==> src/rtl/sha_pkg.sv <==
`timescale 1ns / 1ps
package sha_pkg;

  localparam int CountBitsDefault = 61;

  typedef enum logic [2:0] {
    ST_COLLECT,
    ST_PAD,
    ST_LOAD,
    ST_ROUND,
    ST_FINAL,
    ST_EMIT
  } state_t;

  localparam logic [7:0] PadMark = 8'h80;
  localparam logic [5:0] LengthPos = 6'd56;

  function automatic logic [31:0] init_chain(input logic [2:0] i);
    logic [31:0] v;
    case (i)
      3'd0: v = 32'h6a09e667;
      3'd1: v = 32'hbb67ae85;
      3'd2: v = 32'h3c6ef372;
      3'd3: v = 32'ha54ff53a;
      3'd4: v = 32'h510e527f;
      3'd5: v = 32'h9b05688c;
      3'd6: v = 32'h1f83d9ab;
      default: v = 32'h5be0cd19;
    endcase
    return v;
  endfunction

  localparam logic [31:0] RoundConsts [64] = '{
    32'h428a2f98, 32'h71374491, 32'hb5c0fbcf, 32'he9b5dba5,
    32'h3956c25b, 32'h59f111f1, 32'h923f82a4, 32'hab1c5ed5,
    32'hd807aa98, 32'h12835b01, 32'h243185be, 32'h550c7dc3,
    32'h72be5d74, 32'h80deb1fe, 32'h9bdc06a7, 32'hc19bf174,
    32'he49b69c1, 32'hefbe4786, 32'h0fc19dc6, 32'h240ca1cc,
    32'h2de92c6f, 32'h4a7484aa, 32'h5cb0a9dc, 32'h76f988da,
    32'h983e5152, 32'ha831c66d, 32'hb00327c8, 32'hbf597fc7,
    32'hc6e00bf3, 32'hd5a79147, 32'h06ca6351, 32'h14292967,
    32'h27b70a85, 32'h2e1b2138, 32'h4d2c6dfc, 32'h53380d13,
    32'h650a7354, 32'h766a0abb, 32'h81c2c92e, 32'h92722c85,
    32'ha2bfe8a1, 32'ha81a664b, 32'hc24b8b70, 32'hc76c51a3,
    32'hd192e819, 32'hd6990624, 32'hf40e3585, 32'h106aa070,
    32'h19a4c116, 32'h1e376c08, 32'h2748774c, 32'h34b0bcb5,
    32'h391c0cb3, 32'h4ed8aa4a, 32'h5b9cca4f, 32'h682e6ff3,
    32'h748f82ee, 32'h78a5636f, 32'h84c87814, 32'h8cc70208,
    32'h90befffa, 32'ha4506ceb, 32'hbef9a3f7, 32'hc67178f2
  };

  function automatic logic [31:0] rotr(input logic [31:0] x, input int n);
    return (x >> n) | (x << (32 - n));
  endfunction

endpackage

==> src/rtl/sha256_stream_hash.sv <==
`timescale 1ns / 1ps
// The word that completes a block closes input while the block streams out of the byte
// memory, the rounds run at one per cycle and the chain words are folded in.
// Final word: pad bytes go into the byte memory one per cycle up to byte 63, then one
// compression, or two when the length no longer fits; 8 digest words follow.
// Throughput: 1 byte/cycle inside a block; input stays closed while a 64-byte block is hashed.
// Sync reset restores initial chain words and clears counts; memories are not cleared.
module sha256_stream_hash #(
  parameter int COUNT_BITS = sha_pkg::CountBitsDefault
) (
  input  logic        clk,
  input  logic        rst,
  input  logic        s_tvalid,
  output logic        s_tready,
  input  logic [7:0]  s_tdata,   // data_byte
  input  logic        s_tuser,   // byte_valid
  input  logic        s_tlast,   // end_of_message
  output logic        m_tvalid,
  input  logic        m_tready,
  output logic [39:0] m_tdata,   // digest_word[31:0], word_index[34:32], zero fill
  output logic        m_tlast    // last_word
);
  import sha_pkg::*;

  state_t state, state_next;
  logic [5:0] fill;
  logic [COUNT_BITS-1:0] total;
  logic [31:0] chain [8];
  logic [31:0] rv [8];
  logic [6:0] ld;
  logic [5:0] rnd;
  logic [2:0] oidx;
  logic fin;                          // message end seen, padding owed
  logic mark_done;                    // 0x80 already written
  logic len_blk;                      // current pad block carries the bit length

  // byte store: 64 x 8, sync read
  logic [7:0] bmem [64];
  logic [5:0] bwa, bra;
  logic [7:0] bwd, brd;
  logic bwe;
  // schedule window: 16 x 32 shift line, w[0] is the word for the current round
  logic [31:0] w [16];

  logic acc;
  logic [63:0] bitlen;
  logic [7:0] padbyte;
  logic [31:0] wt, t1, t2, s0, s1, wn;

  assign s_tready = (state == ST_COLLECT);
  assign acc = s_tvalid && s_tready;

  always_ff @(posedge clk) begin
    if (bwe) bmem[bwa] <= bwd;
    brd <= bmem[bra];
  end

  // pad byte for position fill
  always_comb begin
    bitlen = 64'(total) << 3;
    padbyte = 8'h00;
    if (!mark_done) padbyte = PadMark;
    else if (len_blk && fill >= LengthPos) padbyte = 8'(bitlen >> {~fill[2:0], 3'b000});
  end

  always_comb begin
    bwe = 1'b0;
    bwa = fill;
    bwd = s_tdata;
    if (acc && s_tuser) bwe = 1'b1;
    else if (state == ST_PAD) begin
      bwe = 1'b1;
      bwd = padbyte;
    end
    bra = ld[5:0];
  end

  always_comb begin
    s1 = rotr(w[14], 17) ^ rotr(w[14], 19) ^ (w[14] >> 10);
    s0 = rotr(w[1], 7) ^ rotr(w[1], 18) ^ (w[1] >> 3);
    wn = s1 + w[9] + s0 + w[0];
    wt = w[0];
    t1 = rv[7] + (rotr(rv[4], 6) ^ rotr(rv[4], 11) ^ rotr(rv[4], 25))
       + ((rv[4] & rv[5]) ^ (~rv[4] & rv[6])) + RoundConsts[rnd] + wt;
    t2 = (rotr(rv[0], 2) ^ rotr(rv[0], 13) ^ rotr(rv[0], 22))
       + ((rv[0] & rv[1]) ^ (rv[0] & rv[2]) ^ (rv[1] & rv[2]));
  end

  always_comb begin
    state_next = state;
    case (state)
      ST_COLLECT: begin
        if (acc && s_tuser && fill == 6'd63) state_next = ST_LOAD;
        else if (acc && s_tlast) state_next = ST_PAD;
      end
      ST_PAD:   if (fill == 6'd63) state_next = ST_LOAD;
      ST_LOAD:  if (ld == 7'd64) state_next = ST_ROUND;
      ST_ROUND: if (rnd == 6'd63) state_next = ST_FINAL;
      ST_FINAL: begin
        if (!fin) state_next = ST_COLLECT;
        else if (mark_done && len_blk) state_next = ST_EMIT;
        else state_next = ST_PAD;
      end
      ST_EMIT:  if (m_tready && oidx == 3'd7) state_next = ST_COLLECT;
      default:  state_next = ST_COLLECT;
    endcase
  end

  always_comb begin
    m_tvalid = (state == ST_EMIT);
    m_tlast  = (oidx == 3'd7);
    m_tdata  = {5'd0, oidx, chain[oidx]};
  end

  always_ff @(posedge clk) begin
    if (rst) begin
      state <= ST_COLLECT;
      fill <= '0;
      total <= '0;
      ld <= '0;
      rnd <= '0;
      oidx <= '0;
      fin <= 1'b0;
      mark_done <= 1'b0;
      len_blk <= 1'b0;
      for (int i = 0; i < 8; i++) chain[i] <= init_chain(3'(i));
    end else begin
      state <= state_next;
      case (state)
        ST_COLLECT: begin
          ld <= '0;
          if (acc && s_tuser) begin
            fill <= fill + 6'd1;      // wraps to 0 when the block is full
            total <= total + 1'b1;
          end
          if (acc && s_tlast) fin <= 1'b1;
        end
        ST_PAD: begin
          ld <= '0;
          fill <= fill + 6'd1;
          if (!mark_done) begin
            mark_done <= 1'b1;
            len_blk <= (fill < LengthPos);
          end
        end
        ST_LOAD: begin
          ld <= ld + 7'd1;
          // read data follows its address in the next cycle; shift bytes in big-endian
          if (ld != 7'd0) begin
            for (int i = 0; i < 15; i++) w[i] <= {w[i][23:0], w[i+1][31:24]};
            w[15] <= {w[15][23:0], brd};
          end
          for (int i = 0; i < 8; i++) rv[i] <= chain[i];
          rnd <= '0;
        end
        ST_ROUND: begin
          rnd <= rnd + 6'd1;
          for (int i = 0; i < 15; i++) w[i] <= w[i+1];
          w[15] <= wn;
          for (int i = 1; i < 8; i++) rv[i] <= rv[i-1];
          rv[4] <= rv[3] + t1;
          rv[0] <= t1 + t2;
        end
        ST_FINAL: begin
          for (int i = 0; i < 8; i++) chain[i] <= chain[i] + rv[i];
          oidx <= '0;
          // after the overflow pad block the next one takes the length
          if (mark_done) len_blk <= 1'b1;
        end
        ST_EMIT: if (m_tready) begin
          oidx <= oidx + 3'd1;
          if (oidx == 3'd7) begin
            fill <= '0;
            total <= '0;
            fin <= 1'b0;
            mark_done <= 1'b0;
            len_blk <= 1'b0;
            for (int i = 0; i < 8; i++) chain[i] <= init_chain(3'(i));
          end
        end
        default: ;
      endcase
    end
  end

  assert property (@(posedge clk) disable iff (rst) m_tvalid |-> !s_tready)
    else $error("input open while emitting");
  assert property (@(posedge clk) disable iff (rst)
    (state == ST_ROUND && rnd == 6'd63) |=> state == ST_FINAL)
    else $error("round count slip");
  assert property (@(posedge clk) disable iff (rst)
    (m_tvalid && m_tready && m_tlast) |=> state == ST_COLLECT && fill == 6'd0)
    else $error("no restart after digest");
  assert property (@(posedge clk) disable iff (rst)
    (m_tvalid && !m_tready) |=> m_tvalid && $stable(m_tdata))
    else $error("output word changed while stalled");
endmodule

==> config.mk <==
export PLATFORM = sky130hd
export DESIGN_NAME = sha256_stream_hash
export DESIGN_NICKNAME = d
export VERILOG_FILES = /design/src/rtl/sha_pkg.sv /design/src/rtl/sha256_stream_hash.sv
export SDC_FILE = /design/constraint.sdc
export NUM_CORES = 2
export LEC_CHECK = 0
export ABC_AREA = 1
export BUFFER_PORTS_ARGS = -buffer_cell sky130_fd_sc_hd__buf_4
export CAP_MARGIN = 20
export CORE_UTILIZATION = 50
export DETAILED_ROUTE_END_ITERATION = 7
export HOLD_SLACK_MARGIN = 0.1
export PLACE_DENSITY = 0.72
export REMOVE_ABC_BUFFERS = 1
export SLEW_MARGIN = 10
export SYNTH_ARGS = -nofsm -noshare
export SYNTH_HDL_FRONTEND = slang
export SYNTH_SLANG_ARGS = --single-unit
==> constraint.sdc <==
create_clock -name clk -period 36.8 [get_ports clk]
set_input_delay 11.04 -clock clk [delete_from_list [all_inputs] [get_ports clk]]
set_output_delay 11.04 -clock clk [all_outputs]
set_load 0.1 [all_outputs]
==> results.md <==
- Outcome: completed
- Synthesized area: 103,000 sq um
- DR pass1 iterations: 8
- Gpl congestion: 1.09
- Clock share of power: 0.196
- Worst Skew: 0.0647 ns
- Avg WL per Cell: 25.4 um
- DIE HEIGHT: 455 um
- Syn-to-layout area delta: 8.58%
- Worst-path maximum fanout: 34
- Syn Inst Count: about 12,000
- FMAX: 0.0644 GHz
- Clock period minus worst slack: 15.52 ns
- FP Rows: 165
- Die Wd: 455 um
- Post-route DRC: 0
- Post-synth EDFFs: 1,408
- Most used cell, CP: buf_4
- Worst-Margin Slew: 1.30 ns
- Clk pin slew, worst setup/hold paths: ~0.07 ns
- RSZ-0062 raised after global routing: false
- Worst path slowest cell: inv_2
- FF-to-FF path depth: 39
- Synth warnings: 0
- Sw power: 4980 uW
- Max-cap viol count: 0
- CP Launch Type: flip-flop
- Number of antenna violations at the first check in global routing: 10
- Setup CP Type: reg -> out
- Fin. max-slew vios: 0
- Leakage power: approximately 0.045 uW
- Most common cell after layout, fill and taps aside: nand2_1
- Root Buffer: clkbuf_16
- Final Power: 9890 uW
- TritonCTS clock tree: yes
- Worst path required time: 25.76 ns
- Peak VDD IR: 0.000108 V
- Routed wire length: approximately 380 mm
- # fillers: 18,800
- Syn Area/Cell: 8.25 sq um
- Stages on worst setup path: 8
- Family with the most delay on the worst path: buffers and inverters
- IO Count: 57
- Share of cells above drive strength 1: 0.0406
- Asr flop ratio synth: 0
- CTS Buf Count: 181
- Final setup viols: 0
- Post-CTS setup buffer count: 0
- Clock Path Buffers: 3
- Clock Sinks: 1,636
- IO Port Bufs: 51
- Final ANT Viol Nets: 0
- CTS Hold Bufs: 0
- Routed vias/inst: 6.06
- H-tree Lvls: 4
- Sequential Power Share: 0.228
- Pwr dens: 88.9 nW/um^2
- Final Net Count: 12,900
- Detailed Route Iter0 Violations: 12,300
- Final std cells w/o fill: roughly 15,000
- Core ar.: slightly above 200,000 sq um
- Vias in the first global route: 85,600
- CP arrival: 4.48 ns
- Commonest cells after routing, fill and taps aside: nand2_1, o21ai_0, inv_1
- Sw frac: 0.503
- Total die area: 207,000 sq um
- Critical R2R Launch: rnd[0]
- Critical-path cell list: buf_4 > inv_2 > buf_4 > o21ai_0 > o22ai_1 > nor2_1 > a31oi_1 > buf_4
- Number of synthesized register bits: 1,636
- Util after Layout: 0.548
- Cell variety after synth: 65
- CP peak stage delay: about 0.67 ns
- Via count: 91,400
- Rel. slew slack: 0.135
- Crit path capture type: output port
- Gr ovfl total: 0
- Initial core utilization: 0.505
- Hpwl dp: around 290 mm
- Sequential share of the synthesized area: 0.457
- Hold Vio Cnt, Final: 0
- Comb power frac: 0.576
- Internal power: 4910 uW
- Total track usage: 0.364
- Hold WC Path Type: reg -> reg
- Reg2reg setup slack: between 20 and 30 ns
- Critical path endpoint: m_tdata[13]
- Worst reg2reg endpoint: rv[0][31]
- Clock Latency Late Sink: around 0.9 ns
- Global-route wire length before repair: between 500 and 600 mm
- Largest net degree at the start of global routing: around 260
- Fin crit share: 0.422
- Top_reg_cell synth: edfxtp_1
- Post-CTS sizing: 0
- Bufs and invs on worst path: 4
- Placed cells: 14,700
power groups by stage:
stage               Combinational [uW]  Sequential, uW  Clock [uW]
finish                            5700            2260        1940
global route                      6190            2260        2020
CTS                               5520            2250        1950
detailed placement                5480            2290           0
global placement                  5450            2290           0
floorplan                         3630            2290           0
kinds of logic after synthesis:
group                    synth area share
AO/OA/AOI/OAI                       0.152
XOR/XNOR                           0.0315
flip-flops                          0.457
adder cells (fa/ha/maj)            0.0870
buffers and inverters              0.0732
AND/OR/NAND/NOR                     0.200
other                           0.0000366
through the flow:
| step | instance area [sq um] | setup TNS [ns] | hold WS (ns) | setup slack [ns] |
|---|---|---|---|---|
| after floorplan | 100000 | -2513.98 | 0.433 | -4.91 |
| after global placement | 105000 | 0 | 0.449 | 21.29 |
| after detailed placement | 105000 | 0 | 0.454 | 21.25 |
| after CTS | 111000 | 0 | 0.463 | 21.45 |
| after global routing | 111000 | 0 | 0.485 | 21.42 |
| final | 111000 | 0 | 0.461 | 21.28 |
per-layer routing:
metal	wire length, um	share of wire	GRT usage
met2	164000	0.43	0.542
met4	20600	0.054	0.172
met1	159000	0.42	0.511
met5	34	0.000089	0
met3	39300	0.10	0.0669
tightest hold or removal path: cells and delay by family, from the launching register on:
kind | cells | cell delay [ns]
DFF | 1 | 0.31
and+or+nand+nor | 1 | 0.06
AOI/OAI and AO/OA | 1 | 0.05
registers in the layout, indices dropped and copies added (netlist names), named ones only:
name       count
oidx           3
rnd            6
mark_done      1
state          3
w            512
total         61
ld             7
bmem         512
len_blk        1
fin            1
bwa            6
rv           256
brd            8
chain        256
how the worst min path moves through the flow:
stage / startpoint / to / slack (ns) / depth (start not counted)
floorplan: fin / fin / 0.43 / 2
global placement: mark_done / mark_done / 0.45 / 2
detailed placement: mark_done / mark_done / 0.45 / 2
CTS: mark_done / mark_done / 0.46 / 2
global route: fin / fin / 0.49 / 2
finish: fin / fin / 0.46 / 2
cell type report:
class | count | area [sq um] | area share
sequential | 1636 | 46900 | 0.421
clock inverter | 116 | 1480 | 0.0133
multi-input combinational | 8862 | 48300 | 0.434
clock buffer | 220 | 4790 | 0.0430
antenna | 4 | 10.0 | 0.0000899
inverter | 1437 | 5420 | 0.0487
tap | 2672 | 3340 | 0.0300
timing repair buffer | 139 | 1100 | 0.00987
synth_stat cells (48+ instances only):
cell type,number,area (sq um)
a21o_1,48,360
a21oi_1,798,3990
a31oi_1,82,513
buf_2,132,661
clkbuf_1,320,1200
dfxtp_1,228,4560
edfxtp_1,1408,42300
fa_1,195,3900
ha_1,400,5000
inv_1,1416,5320
nand2_1,3032,11400
nand3_1,519,2600
nand4_1,132,826
nor2_1,1148,4310
nor3_1,121,606
o211ai_1,65,488
o21ai_0,1426,7140
o21bai_1,53,398
o221ai_1,66,578
o22ai_1,125,782
xnor2_1,163,1430
xor2_1,206,1800
No activity file was read; power rests on OpenSTA's default activity.
